`src/sv/wlmg_pkg.sv`:
```
// shared types, constants and helpers for the waypoint linear motion generator
package wlmg_pkg;

  localparam int QueueDepth = 16;
  localparam int CoordW     = 16;
  localparam int DiffW      = 17;
  localparam int PosW       = 33;
  localparam int StepW      = 18;
  localparam int CountW     = 17;
  localparam int OutW       = 24;
  localparam int DelayW     = 3;
  localparam int LenW       = 25;
  localparam int SumW       = 34;
  localparam int NumW       = 42;
  localparam int RemW       = 28;
  localparam int WordW      = 3 * CoordW;

  localparam logic [DelayW-1:0] SlowSpeed  = DelayW'(3);
  localparam logic [DelayW-1:0] FastSpeed  = DelayW'(1);
  localparam int                AccelTicks = 64;
  localparam int                DecelSteps = 128;

  typedef enum logic [2:0] {
    MODE_CONST_F     = 3'd0,
    MODE_ACCEL       = 3'd1,
    MODE_DECEL       = 3'd2,
    MODE_ACCEL_DECEL = 3'd3,
    MODE_CONST_S     = 3'd4
  } mode_e;

  typedef enum logic {
    OP_PUSH = 1'b0,
    OP_NEXT = 1'b1
  } op_e;

  typedef enum logic [3:0] {
    ST_IDLE,
    ST_POINT,
    ST_SEG_RD,
    ST_SEG_P1,
    ST_SEG_P2,
    ST_SQUARE,
    ST_SQRT,
    ST_DIV_LOAD,
    ST_DIV_RUN,
    ST_SEG_DONE,
    ST_EMIT
  } state_e;

  typedef struct packed {
    logic                     operation;
    logic signed [CoordW-1:0] way_x;
    logic signed [CoordW-1:0] way_y;
    logic signed [CoordW-1:0] way_z;
  } req_t;

  typedef struct packed {
    logic                   point_valid;
    logic signed [OutW-1:0] point_x;
    logic signed [OutW-1:0] point_y;
    logic signed [OutW-1:0] point_z;
    logic [DelayW-1:0]      step_delay;
    logic                   more_points;
    logic                   push_dropped;
  } res_t;

  // q17.16 position to q16.8, floor and saturate
  function automatic logic signed [OutW-1:0] out_coord(input logic signed [PosW-1:0] p);
    logic signed [OutW:0] q;
    q = p[PosW-1:8];
    if (q[OutW] != q[OutW-1]) begin
      out_coord = q[OutW] ? {1'b1, {(OutW-1){1'b0}}} : {1'b0, {(OutW-1){1'b1}}};
    end else begin
      out_coord = q[OutW-1:0];
    end
  endfunction

endpackage

```
`src/sv/wlmg_req_if.sv`:
```
// request channel: valid, ready and one request payload
interface wlmg_req_if;
  logic            valid;
  logic            ready;
  wlmg_pkg::req_t  payload;
  modport source (output valid, output payload, input ready);
  modport sink (input valid, input payload, output ready);
endinterface

```
`src/sv/wlmg_res_if.sv`:
```
// result channel: valid, ready and one result payload
interface wlmg_res_if;
  logic            valid;
  logic            ready;
  wlmg_pkg::res_t  payload;
  modport source (output valid, output payload, input ready);
  modport sink (input valid, input payload, output ready);
endinterface

```
`src/sv/wlmg_ram.sv`:
```
// generic single-write, single-read ram with registered read data
module wlmg_ram #(
  parameter int WIDTH = 8,
  parameter int DEPTH = 16
) (
  input  logic                     clk_i,
  input  logic                     wr_en_i,
  input  logic [$clog2(DEPTH)-1:0] wr_addr_i,
  input  logic [WIDTH-1:0]         wr_data_i,
  input  logic                     rd_en_i,
  input  logic [$clog2(DEPTH)-1:0] rd_addr_i,
  output logic [WIDTH-1:0]         rd_data_o
);

  logic [WIDTH-1:0] mem [DEPTH];

  always_ff @(posedge clk_i) begin
    if (wr_en_i) begin
      mem[wr_addr_i] <= wr_data_i;
    end
    if (rd_en_i) begin
      rd_data_o <= mem[rd_addr_i];
    end
  end

endmodule

```
`src/sv/waypoint_linear_motion_generator_top.sv`:
```
// top level of the waypoint linear motion generator
// a segment start first runs 3 squares, 25 root steps and one divide per axis
// throughput: one request at a time; a new request is taken as soon as the previous result
//   sits in the output register, so the root and divide loop sets the rate
// reset: pointers, flags, counters and mode clear, the speed profile select comes up as 1
// the waypoint memory is not cleared; the ring pointers never read unwritten entries
module waypoint_linear_motion_generator_top #(
  parameter int QUEUE_DEPTH = wlmg_pkg::QueueDepth
) (
  input  logic       clk_i,
  input  logic       rst_ni,
  input  logic       cfg_we_i,
  input  logic       cfg_wdata_i,
  wlmg_req_if.sink   req_i,
  wlmg_res_if.source res_o
);

  localparam int IdxW = $clog2(QUEUE_DEPTH);
  localparam int CW   = wlmg_pkg::CoordW;
  localparam int DW   = wlmg_pkg::DiffW;
  localparam int PW   = wlmg_pkg::PosW;
  localparam int SW   = wlmg_pkg::StepW;
  localparam int KW   = wlmg_pkg::CountW;
  localparam int LW   = wlmg_pkg::LenW;
  localparam int RW   = wlmg_pkg::RemW;
  localparam int NW   = wlmg_pkg::NumW;
  localparam int QW   = wlmg_pkg::DelayW;

  // ring successor, wraps at the configured depth
  function automatic logic [IdxW-1:0] ring_next(input logic [IdxW-1:0] i);
    ring_next = (i == IdxW'(QUEUE_DEPTH - 1)) ? '0 : i + IdxW'(1);
  endfunction

  wlmg_pkg::state_e state_q, state_d;

  // ring pointers and path flags
  logic [IdxW-1:0]   head_q, tail_q;
  logic              new_path_q;
  logic              var_speed_q;
  logic              after_first_q;   // segment start came from the new path check
  logic              seg_ok_q;
  wlmg_pkg::mode_e   mode_q;

  // motion state
  logic signed [PW-1:0] pos_q  [3];
  logic signed [SW-1:0] step_q [3];
  logic [KW-1:0]        steps_left_q;
  logic [KW-1:0]        tick_q;

  // segment setup datapath
  logic signed [CW-1:0] p1_q [3];
  logic signed [DW-1:0] d_q  [3];
  logic [wlmg_pkg::SumW-1:0] sum_q;
  logic [LW-1:0]        root_q;
  logic [RW-1:0]        rem_q;
  logic [4:0]           cnt_q;
  logic [1:0]           axis_q;
  logic [NW-1:0]        num_q;
  logic [SW-1:0]        quo_q;
  logic                 neg_q;

  // result staging and output register
  wlmg_pkg::res_t res_q;
  wlmg_pkg::res_t out_q;
  logic           out_valid_q;

  // memory port
  logic                       ram_wr_en, ram_rd_en;
  logic [wlmg_pkg::WordW-1:0] ram_wr_data, ram_rd_data;

  logic req_accept, is_push, ring_full, out_free;

  assign req_accept = req_i.valid && req_i.ready;
  assign is_push    = wlmg_pkg::op_e'(req_i.payload.operation) == wlmg_pkg::OP_PUSH;
  assign ring_full  = ring_next(head_q) == tail_q;
  assign out_free   = !out_valid_q || res_o.ready;

  assign ram_wr_data = {req_i.payload.way_z, req_i.payload.way_y, req_i.payload.way_x};

  wlmg_ram #(
    .WIDTH (wlmg_pkg::WordW),
    .DEPTH (QUEUE_DEPTH)
  ) u_way_ram (
    .clk_i     (clk_i),
    .wr_en_i   (ram_wr_en),
    .wr_addr_i (head_q),
    .wr_data_i (ram_wr_data),
    .rd_en_i   (ram_rd_en),
    .rd_addr_i (tail_q),
    .rd_data_o (ram_rd_data)
  );

  // waypoint word split into axes
  logic signed [CW-1:0] rd_axis [3];
  assign rd_axis[0] = ram_rd_data[CW-1:0];
  assign rd_axis[1] = ram_rd_data[2*CW-1:CW];
  assign rd_axis[2] = ram_rd_data[3*CW-1:2*CW];

  // square of the current axis difference, one multiplier shared by the three axes
  logic signed [2*DW-1:0] sq_prod;
  assign sq_prod = d_q[axis_q] * d_q[axis_q];

  // square root: one result bit per cycle over the 50-bit radicand sum << 16
  logic [wlmg_pkg::SumW+15:0] rad;
  logic [1:0]    rad_pair;
  logic [RW-1:0] sq_rem_sh, sq_trial;
  logic          sq_take;
  assign rad       = {sum_q, 16'h0000};
  assign rad_pair  = rad[{cnt_q, 1'b0} +: 2];
  assign sq_rem_sh = {rem_q[RW-3:0], rad_pair};
  assign sq_trial  = {1'b0, root_q, 2'b01};
  assign sq_take   = sq_rem_sh >= sq_trial;

  // restoring divide by 2*length, 18 quotient bits
  logic [RW-1:0] dv_rem_sh, dv_div;
  logic          dv_take;
  assign dv_rem_sh = {rem_q[RW-2:0], num_q[6'(cnt_q)]};
  assign dv_div    = {2'b00, root_q, 1'b0};
  assign dv_take   = dv_rem_sh >= dv_div;

  // numerator of the current axis: |d| << 25 plus length for rounding
  logic [DW-1:0] d_mag;
  assign d_mag = d_q[axis_q][DW-1] ? DW'(-d_q[axis_q]) : DW'(d_q[axis_q]);

  // step count 1 + round(length)
  logic [LW:0]   len_rnd;
  logic [KW:0]   steps_new;
  assign len_rnd   = {1'b0, root_q} + (LW+1)'(128);
  assign steps_new = (KW+1)'(len_rnd[LW:8]) + (KW+1)'(1);

  // speed profile for the point being produced
  logic [KW-1:0] tick_n;
  logic          acc_mode, dec_mode;
  logic [QW-1:0] cv, delay;
  logic [6:0]    acc_left;
  logic [7:0]    dec_left;
  assign tick_n   = (tick_q != {KW{1'b1}}) ? tick_q + KW'(1) : tick_q;
  assign acc_mode = mode_q == wlmg_pkg::MODE_ACCEL || mode_q == wlmg_pkg::MODE_ACCEL_DECEL;
  assign dec_mode = mode_q == wlmg_pkg::MODE_DECEL || mode_q == wlmg_pkg::MODE_ACCEL_DECEL;
  assign cv       = (mode_q == wlmg_pkg::MODE_CONST_S) ? wlmg_pkg::SlowSpeed
                                                       : wlmg_pkg::FastSpeed;
  assign acc_left = 7'(wlmg_pkg::AccelTicks) - tick_n[6:0];
  assign dec_left = 8'(wlmg_pkg::DecelSteps) - steps_left_q[7:0];

  always_comb begin
    if (tick_n < KW'(wlmg_pkg::AccelTicks)) begin
      delay = acc_mode ? QW'(acc_left[5:4]) + QW'(1) : cv;
    end else if (steps_left_q < KW'(wlmg_pkg::DecelSteps)) begin
      delay = dec_mode ? QW'(dec_left[6:5]) + QW'(1) : cv;
    end else begin
      delay = cv;
    end
  end

  // mode picked at segment start; tail already points at the segment end
  wlmg_pkg::mode_e mode_new;
  logic            at_end;
  assign at_end = ring_next(tail_q) == head_q;
  always_comb begin
    if (!var_speed_q) begin
      mode_new = wlmg_pkg::MODE_CONST_S;
    end else if (at_end) begin
      mode_new = new_path_q ? wlmg_pkg::MODE_ACCEL_DECEL : wlmg_pkg::MODE_DECEL;
    end else begin
      mode_new = new_path_q ? wlmg_pkg::MODE_ACCEL : wlmg_pkg::MODE_CONST_F;
    end
  end

  // fresh result for an accepted request
  wlmg_pkg::res_t res_init;
  always_comb begin
    res_init              = '0;
    res_init.step_delay   = wlmg_pkg::FastSpeed;
    res_init.push_dropped = is_push && ring_full;
  end

  // next state
  always_comb begin
    state_d = state_q;
    case (state_q)
      wlmg_pkg::ST_IDLE: begin
        if (req_accept) begin
          if (is_push) begin
            state_d = wlmg_pkg::ST_EMIT;
          end else if (new_path_q) begin
            state_d = wlmg_pkg::ST_SEG_RD;
          end else begin
            state_d = wlmg_pkg::ST_POINT;
          end
        end
      end
      wlmg_pkg::ST_POINT: begin
        if (steps_left_q == KW'(0) || steps_left_q == KW'(1)) begin
          state_d = wlmg_pkg::ST_SEG_RD;
        end else begin
          state_d = wlmg_pkg::ST_EMIT;
        end
      end
      wlmg_pkg::ST_SEG_RD: begin
        state_d = (head_q == tail_q) ? wlmg_pkg::ST_SEG_DONE : wlmg_pkg::ST_SEG_P1;
      end
      wlmg_pkg::ST_SEG_P1: begin
        state_d = (head_q == tail_q) ? wlmg_pkg::ST_SEG_DONE : wlmg_pkg::ST_SEG_P2;
      end
      wlmg_pkg::ST_SEG_P2: state_d = wlmg_pkg::ST_SQUARE;
      wlmg_pkg::ST_SQUARE: begin
        if (axis_q == 2'd2) state_d = wlmg_pkg::ST_SQRT;
      end
      wlmg_pkg::ST_SQRT: begin
        if (cnt_q == 5'd0) state_d = wlmg_pkg::ST_DIV_LOAD;
      end
      wlmg_pkg::ST_DIV_LOAD: begin
        state_d = (root_q == '0) ? wlmg_pkg::ST_SEG_DONE : wlmg_pkg::ST_DIV_RUN;
      end
      wlmg_pkg::ST_DIV_RUN: begin
        if (cnt_q == 5'd0) begin
          state_d = (axis_q == 2'd2) ? wlmg_pkg::ST_SEG_DONE : wlmg_pkg::ST_DIV_LOAD;
        end
      end
      wlmg_pkg::ST_SEG_DONE: begin
        state_d = after_first_q ? wlmg_pkg::ST_POINT : wlmg_pkg::ST_EMIT;
      end
      wlmg_pkg::ST_EMIT: begin
        if (out_free) state_d = wlmg_pkg::ST_IDLE;
      end
      default: state_d = wlmg_pkg::ST_IDLE;
    endcase
  end

  // control outputs
  always_comb begin
    req_i.ready = 1'b0;
    ram_wr_en   = 1'b0;
    ram_rd_en   = 1'b0;
    case (state_q)
      wlmg_pkg::ST_IDLE: begin
        req_i.ready = 1'b1;
        ram_wr_en   = req_accept && is_push && !ring_full;
      end
      wlmg_pkg::ST_SEG_RD, wlmg_pkg::ST_SEG_P1: begin
        ram_rd_en = head_q != tail_q;
      end
      default: begin
        ram_rd_en = 1'b0;
      end
    endcase
  end

  // control registers
  always_ff @(posedge clk_i or negedge rst_ni) begin
    if (!rst_ni) begin
      state_q       <= wlmg_pkg::ST_IDLE;
      head_q        <= '0;
      tail_q        <= '0;
      new_path_q    <= 1'b0;
      var_speed_q   <= 1'b1;
      after_first_q <= 1'b0;
      seg_ok_q      <= 1'b0;
      mode_q        <= wlmg_pkg::MODE_CONST_F;
      steps_left_q  <= '0;
      tick_q        <= '0;
      out_valid_q   <= 1'b0;
      for (int i = 0; i < 3; i++) begin
        pos_q[i]  <= '0;
        step_q[i] <= '0;
      end
    end else begin
      state_q <= state_d;
      if (cfg_we_i) var_speed_q <= cfg_wdata_i;
      // in emit a taken result is replaced by the next one
      if (out_valid_q && res_o.ready && state_q != wlmg_pkg::ST_EMIT) out_valid_q <= 1'b0;
      case (state_q)
        wlmg_pkg::ST_IDLE: begin
          if (req_accept) begin
            if (is_push) begin
              if (!ring_full) begin
                head_q <= ring_next(head_q);
                if (head_q == tail_q) new_path_q <= 1'b1;
              end
            end else begin
              after_first_q <= new_path_q;
            end
          end
        end
        wlmg_pkg::ST_POINT: begin
          after_first_q <= 1'b0;
          if (steps_left_q != '0) begin
            tick_q       <= tick_n;
            steps_left_q <= steps_left_q - KW'(1);
            for (int i = 0; i < 3; i++) begin
              pos_q[i] <= pos_q[i] + PW'(step_q[i]);
            end
          end
        end
        wlmg_pkg::ST_SEG_RD: begin
          seg_ok_q <= 1'b0;
          if (head_q != tail_q) tail_q <= ring_next(tail_q);
        end
        wlmg_pkg::ST_SEG_P2: begin
          mode_q <= mode_new;
          for (int i = 0; i < 3; i++) begin
            pos_q[i] <= {p1_q[i][CW-1], p1_q[i], 16'h0000};
          end
        end
        wlmg_pkg::ST_DIV_LOAD: begin
          seg_ok_q <= 1'b1;
          if (axis_q == 2'd0) begin
            steps_left_q <= steps_new[KW-1:0];
            tick_q       <= '0;
          end
          if (root_q == '0) begin
            for (int i = 0; i < 3; i++) step_q[i] <= '0;
          end
        end
        wlmg_pkg::ST_DIV_RUN: begin
          if (cnt_q == 5'd0) begin
            step_q[axis_q] <= neg_q ? -$signed({quo_q[SW-2:0], dv_take})
                                    : $signed({quo_q[SW-2:0], dv_take});
          end
        end
        wlmg_pkg::ST_SEG_DONE: begin
          if (after_first_q) new_path_q <= 1'b0;
        end
        wlmg_pkg::ST_EMIT: begin
          if (out_free) out_valid_q <= 1'b1;
        end
        default: begin
          seg_ok_q <= seg_ok_q;
        end
      endcase
    end
  end

  // datapath registers
  always_ff @(posedge clk_i) begin
    case (state_q)
      wlmg_pkg::ST_IDLE: begin
        if (req_accept) res_q <= res_init;
      end
      wlmg_pkg::ST_POINT: begin
        if (steps_left_q != '0) begin
          res_q.point_valid <= 1'b1;
          res_q.point_x     <= wlmg_pkg::out_coord(pos_q[0]);
          res_q.point_y     <= wlmg_pkg::out_coord(pos_q[1]);
          res_q.point_z     <= wlmg_pkg::out_coord(pos_q[2]);
          res_q.step_delay  <= delay;
          res_q.more_points <= steps_left_q != KW'(1);
        end
      end
      wlmg_pkg::ST_SEG_P1: begin
        for (int i = 0; i < 3; i++) p1_q[i] <= rd_axis[i];
      end
      wlmg_pkg::ST_SEG_P2: begin
        for (int i = 0; i < 3; i++) begin
          d_q[i] <= {rd_axis[i][CW-1], rd_axis[i]} - {p1_q[i][CW-1], p1_q[i]};
        end
        sum_q  <= '0;
        axis_q <= 2'd0;
      end
      wlmg_pkg::ST_SQUARE: begin
        sum_q  <= sum_q + $unsigned(sq_prod);
        axis_q <= axis_q + 2'd1;
        root_q <= '0;
        rem_q  <= '0;
        cnt_q  <= 5'(LW - 1);
      end
      wlmg_pkg::ST_SQRT: begin
        if (sq_take) begin
          rem_q  <= sq_rem_sh - sq_trial;
          root_q <= {root_q[LW-2:0], 1'b1};
        end else begin
          rem_q  <= sq_rem_sh;
          root_q <= {root_q[LW-2:0], 1'b0};
        end
        cnt_q  <= cnt_q - 5'd1;
        axis_q <= 2'd0;
      end
      wlmg_pkg::ST_DIV_LOAD: begin
        num_q <= (NW'(d_mag) << 25) + NW'(root_q);
        // upper numerator bits above the 18 quotient positions
        rem_q <= RW'({d_mag, root_q[LW-1:SW]});
        neg_q <= d_q[axis_q][DW-1];
        quo_q <= '0;
        cnt_q <= 5'(SW - 1);
      end
      wlmg_pkg::ST_DIV_RUN: begin
        if (dv_take) begin
          rem_q <= dv_rem_sh - dv_div;
        end else begin
          rem_q <= dv_rem_sh;
        end
        quo_q <= {quo_q[SW-2:0], dv_take};
        cnt_q <= cnt_q - 5'd1;
        if (cnt_q == 5'd0) axis_q <= axis_q + 2'd1;
      end
      wlmg_pkg::ST_SEG_DONE: begin
        if (!after_first_q) res_q.more_points <= seg_ok_q;
      end
      wlmg_pkg::ST_EMIT: begin
        if (out_free) out_q <= res_q;
      end
      default: begin
        sum_q <= sum_q;
      end
    endcase
  end

  assign res_o.valid   = out_valid_q;
  assign res_o.payload = out_q;

`ifndef SYNTHESIS
  // the ring is never read at the free slot
  a_no_read_at_head: assert property (@(posedge clk_i) disable iff (!rst_ni)
    ram_rd_en |-> tail_q != head_q)
    else $error("waypoint read at head");

  // a produced point carries a delay of 1 to 4
  a_delay_range: assert property (@(posedge clk_i) disable iff (!rst_ni)
    res_o.valid && res_o.payload.point_valid |->
      res_o.payload.step_delay != 3'd0 && res_o.payload.step_delay <= 3'd4)
    else $error("step delay out of range");

  // a dropped push never comes with a point
  a_drop_no_point: assert property (@(posedge clk_i) disable iff (!rst_ni)
    res_o.valid && res_o.payload.push_dropped |->
      !res_o.payload.point_valid && !res_o.payload.more_points)
    else $error("dropped push with point");

  // the ring write only happens for an accepted push with room
  a_write_on_push: assert property (@(posedge clk_i) disable iff (!rst_ni)
    ram_wr_en |-> req_accept && !ring_full)
    else $error("ring write without room");
`endif

endmodule

```
`src/flat_wrapper.sv`:
```
// flat-port wrapper written by rule: the top's interface ports become plain ports
module waypoint_linear_motion_generator_top_flat 
#(
  parameter int QUEUE_DEPTH = wlmg_pkg::QueueDepth
)
  (clk_i, rst_ni, cfg_we_i, cfg_wdata_i, req_i_valid, req_i_payload, req_i_ready, res_o_valid, res_o_payload, res_o_ready);
  wlmg_req_if req_i_i ();
  wlmg_res_if res_o_i ();
  input  logic clk_i;
  input  logic rst_ni;
  input  logic cfg_we_i;
  input  logic cfg_wdata_i;
  input wire logic [$bits(req_i_i.valid)-1:0] req_i_valid;
  input wire logic [$bits(req_i_i.payload)-1:0] req_i_payload;
  output wire logic [$bits(req_i_i.ready)-1:0] req_i_ready;
  output wire logic [$bits(res_o_i.valid)-1:0] res_o_valid;
  output wire logic [$bits(res_o_i.payload)-1:0] res_o_payload;
  input wire logic [$bits(res_o_i.ready)-1:0] res_o_ready;
  assign req_i_i.valid = req_i_valid;
  assign req_i_i.payload = req_i_payload;
  assign req_i_ready = req_i_i.ready;
  assign res_o_valid = res_o_i.valid;
  assign res_o_payload = res_o_i.payload;
  assign res_o_i.ready = res_o_ready;
  waypoint_linear_motion_generator_top #(.QUEUE_DEPTH(QUEUE_DEPTH)) u_core (.clk_i(clk_i), .rst_ni(rst_ni), .cfg_we_i(cfg_we_i), .cfg_wdata_i(cfg_wdata_i), .req_i(req_i_i), .res_o(res_o_i));
endmodule
```
`config.mk`:
```
export PLATFORM = sky130hd
export DESIGN_NAME = waypoint_linear_motion_generator_top_flat
export DESIGN_NICKNAME = d
export VERILOG_FILES = /design/src/sv/wlmg_pkg.sv /design/src/sv/wlmg_req_if.sv /design/src/sv/wlmg_res_if.sv /design/src/sv/wlmg_ram.sv /design/src/sv/waypoint_linear_motion_generator_top.sv /design/src/flat_wrapper.sv
export SDC_FILE = /design/constraint.sdc
export NUM_CORES = 2
export LEC_CHECK = 0
export BUFFER_PORTS_ARGS = -buffer_cell sky130_fd_sc_hd__buf_2
export CAP_MARGIN = 20
export CORE_UTILIZATION = 64
export DETAILED_ROUTE_END_ITERATION = 7
export GPL_ROUTABILITY_DRIVEN = 0
export PLACE_DENSITY = 0.81
export RECOVER_POWER = 100
export SYNTH_ARGS = -nofsm -noshare
export SYNTH_HDL_FRONTEND = slang
export SYNTH_SLANG_ARGS = --single-unit
```
`constraint.sdc`:
```
create_clock -name clk_i -period 11.1 [get_ports clk_i]
set_input_delay 0.555 -clock clk_i [delete_from_list [all_inputs] [get_ports clk_i]]
set_output_delay 0.555 -clock clk_i [all_outputs]
set_load 0.01 [all_outputs]
```
==> flow_summary.json <==
{
  "outcome": "finished with violations",
  "failed_checks": "max-capacitance violations, max-slew violations",
  "timing.max_slew.rel_slack_pct": -261,
  "fp.dieH_um": 348,
  "finalCriticalPeriod_ps": 9900,
  "pin_count_of_the_biggest_net_entering_global_routing": 119,
  "area_growth_pct": 8.71,
  "max-cap-violations": 46,
  "ys_seq_area_share_pct": 54.5,
  "yosysWarningCount": 0,
  "layout-drive-gt1-share_pct": 9.05,
  "syn-cell-area_um2": 76500,
  "clock_latency_ps": 810,
  "drt_wl_total_um": 204000,
  "clock_sinks": 1423,
  "postCtsSetupRepairBufs": 0,
  "worstSetupPathType": "register to register",
  "r2r_setup_slack_ps": 1200,
  "worstReg2RegEnd": "u_core.u_way_ram.mem[5][20]",
  "synth-edff-count": 1214,
  "worst_slew_pin_slew_ps": 5420,
  "cts_tree": "done",
  "finish.net_count": 6665,
  "cts_max_path_buffers": 3,
  "r2r-start": "u_core.tail_q[3]",
  "syn_nets": 6537,
  "finalNonFillerCells": 7647,
  "worst_ep_required_time_ps": 11440,
  "worst-path-max-fanout": 54,
  "min_delay_path_depth": 2,
  "overflow": 0,
  "synth_top_cells_by_count": "sky130_fd_sc_hd__edfxtp_1, sky130_fd_sc_hd__inv_1, sky130_fd_sc_hd__nand2_1",
  "core_area_um2": 118000,
  "initial_core_util_pct": 64.7,
  "port-buffer-count": 134,
  "drt_iter0_drc": 6260,
  "cts_hold_repair.buffers": 3,
  "worstSetupStartpointType": "register",
  "detail_route.wl_per_cell_um": 26.7,
  "synth.ff_latch_count": 1423,
  "clkTransAtPathRegs_ps": 60,
  "setup_total_negative_slack_ps": 0,
  "finalCritPeriodShare_pct": 89.2,
  "yosys.area.top_type": "sky130_fd_sc_hd__edfxtp_1",
  "hpwl_um": 128000,
  "antenna_violations_before_repair": 14,
  "drt-vias-per-instance": 6.62,
  "worstHoldStart": "req_i_payload[48]",
  "vias": 50600,
  "ant_nets": 0,
  "die-width_um": 348,
  "finalClockSkew_ps": 54.5,
  "detail_route.first_pass.iterations": 7,
  "cts_root_buffer": "sky130_fd_sc_hd__clkbuf_16",
  "top_area_cell_type_share_of_the_netlist_area_pct": 47.7,
  "finalSetupViolCount": 0,
  "syn_inst": 5858,
  "worstPathArrival_ps": 10240,
  "htreeDepth": 4,
  "utilization_pct": 70.3,
  "maxClockFrequency_ghz": 0.101,
  "worstHoldPathType": "input pin to register",
  "post_synthesis_cell_type_count": 95,
  "yosysMostFrequentCell": "sky130_fd_sc_hd__edfxtp_1",
  "number_of_max_slew_violations_in_the_final_report": 1848,
  "yosys_most_used_dff": "sky130_fd_sc_hd__edfxtp_1",
  "cts-buffers-inserted": 145,
  "grt_util_all_layers_pct": 34.1,
  "reg2regPathDepth": 9,
  "grt_pass1_vias": 50500,
  "ctsResizeCount": 0,
  "post-route-drc-count": 0,
  "num_io_pins": 135,
  "worstSetupEndpointType": "register",
  "fillers": 7552,
  "synthTopCellsByArea": "sky130_fd_sc_hd__edfxtp_1, sky130_fd_sc_hd__fa_1, sky130_fd_sc_hd__mux4_2",
  "placed_cells": 7365,
  "grt_pass1_wl_um": 307000,
  "die_area_um2": 121000,
  "synth_area_per_cell_um2": 13.1,
  "synth-async-reset-ratio_pct": 14.5,
  "hold_end": "u_core.res_q[0]",
  "final-hold-violation-count": 0,
  "fp-row-count": 126,
  "rsz0062_at_grt": "false"
}
## worst max-delay path: stages (launching register included)
cell	delay, ps
sky130_fd_sc_hd__dfrtp_2	350
sky130_fd_sc_hd__clkbuf_1	3080
sky130_fd_sc_hd__xnor2_1	260
sky130_fd_sc_hd__nor4_1	120
sky130_fd_sc_hd__clkbuf_1	220
sky130_fd_sc_hd__nor3_1	200
sky130_fd_sc_hd__clkbuf_1	630
sky130_fd_sc_hd__nand2_1	400
sky130_fd_sc_hd__nor2_1	1930
sky130_fd_sc_hd__clkbuf_1	2190
## cells in the final DEF (no fill, tap or decap), types with 37 or more instances in the layout
master / instances
sky130_fd_sc_hd__a21o_1: 76
sky130_fd_sc_hd__a21oi_1: 297
sky130_fd_sc_hd__a31oi_1: 41
sky130_fd_sc_hd__and3_1: 44
sky130_fd_sc_hd__clkbuf_1: 207
sky130_fd_sc_hd__clkbuf_16: 146
sky130_fd_sc_hd__dfrtp_1: 202
sky130_fd_sc_hd__edfxtp_1: 1214
sky130_fd_sc_hd__fa_1: 315
sky130_fd_sc_hd__ha_1: 309
sky130_fd_sc_hd__inv_1: 702
sky130_fd_sc_hd__mux2i_1: 48
sky130_fd_sc_hd__mux4_2: 258
sky130_fd_sc_hd__nand2_1: 404
sky130_fd_sc_hd__nand2b_1: 37
sky130_fd_sc_hd__nand3_1: 119
sky130_fd_sc_hd__nor2_1: 345
sky130_fd_sc_hd__nor2b_1: 38
sky130_fd_sc_hd__nor3_1: 80
sky130_fd_sc_hd__o21a_1: 45
sky130_fd_sc_hd__o21ai_0: 290
sky130_fd_sc_hd__xnor2_1: 171
sky130_fd_sc_hd__xor2_1: 86
## worst max path at each step
stage,depth (start not counted),end,startpoint
global route,25,u_core.sum_q[33],register
global placement,23,u_core.sum_q[30],register
finish,9,u_core.u_way_ram.mem[5][20],u_core.tail_q[3]
CTS,23,u_core.sum_q[30],register
detailed placement,23,u_core.sum_q[30],register
floorplan,31,u_core.sum_q[30],register
## state kept, by name, indices dropped and copies added, names as in the netlist, 5 cells and up, named ones only
signal and cells:
u_core.res_q 78, u_core.num_q 32, u_core.cnt_q 5, u_core.rem_q 27
u_core.quo_q 17, u_core.root_q 25, u_core.pos_q 99, u_core.step_q 54
u_core.tick_q 17, u_core.d_q 51, u_core.res_o.payload 78, u_core.u_way_ram.rd_data_o 48
u_core.p1_q 48, u_core.u_way_ram.mem 768, u_core.steps_left_q 17, u_core.sum_q 34
## area by class of cell
class | instances | area (um2) | share of cell area, %
Sequential cell | 1423 | 41700 | 50.1
Multi-Input combinational cell | 3500 | 31300 | 37.6
Clock buffer | 175 | 3790 | 4.56
Inverter | 709 | 2660 | 3.20
Tap cell | 1536 | 1920 | 2.31
Timing Repair Buffer | 207 | 902 | 1.09
Clock inverter | 88 | 858 | 1.03
Antenna cell | 9 | 22.5 | 0.0271
## metal layers
metal / global-route usage, % / share of wire [%] / vias up
li1: - / - / 21500
met1: 43.6 / 36 / 25100
met2: 55.5 / 49 / 3315
met3: 7.18 / 10 / 703
met4: 17.3 / 5.4 / 14
met5: 0 / 0.046 / -
## through the flow
stage	setup WS, ps	hold slack [ps]	instance area, um2
after floorplan	2900	259	76500
after global placement	2540	401	78900
after detailed placement	2340	405	78900
after CTS	2320	90.9	83600
after global routing	996	147	83100
final	1200	163	83100
## kinds of logic after synthesis
logic type / count (synthesis) / share of synthesized area (%)
compound gates: 1079 / 8.86
xor+xnor: 257 / 2.94
fa+ha+maj: 624 / 13.3
buf+inv: 935 / 4.63
flops: 1423 / 54.5
mux: 323 / 8.48
simple gates: 1217 / 7.28
Power is not shown: default switching activity piles up to over one toggle a cycle in this logic, so the estimate is an artifact.
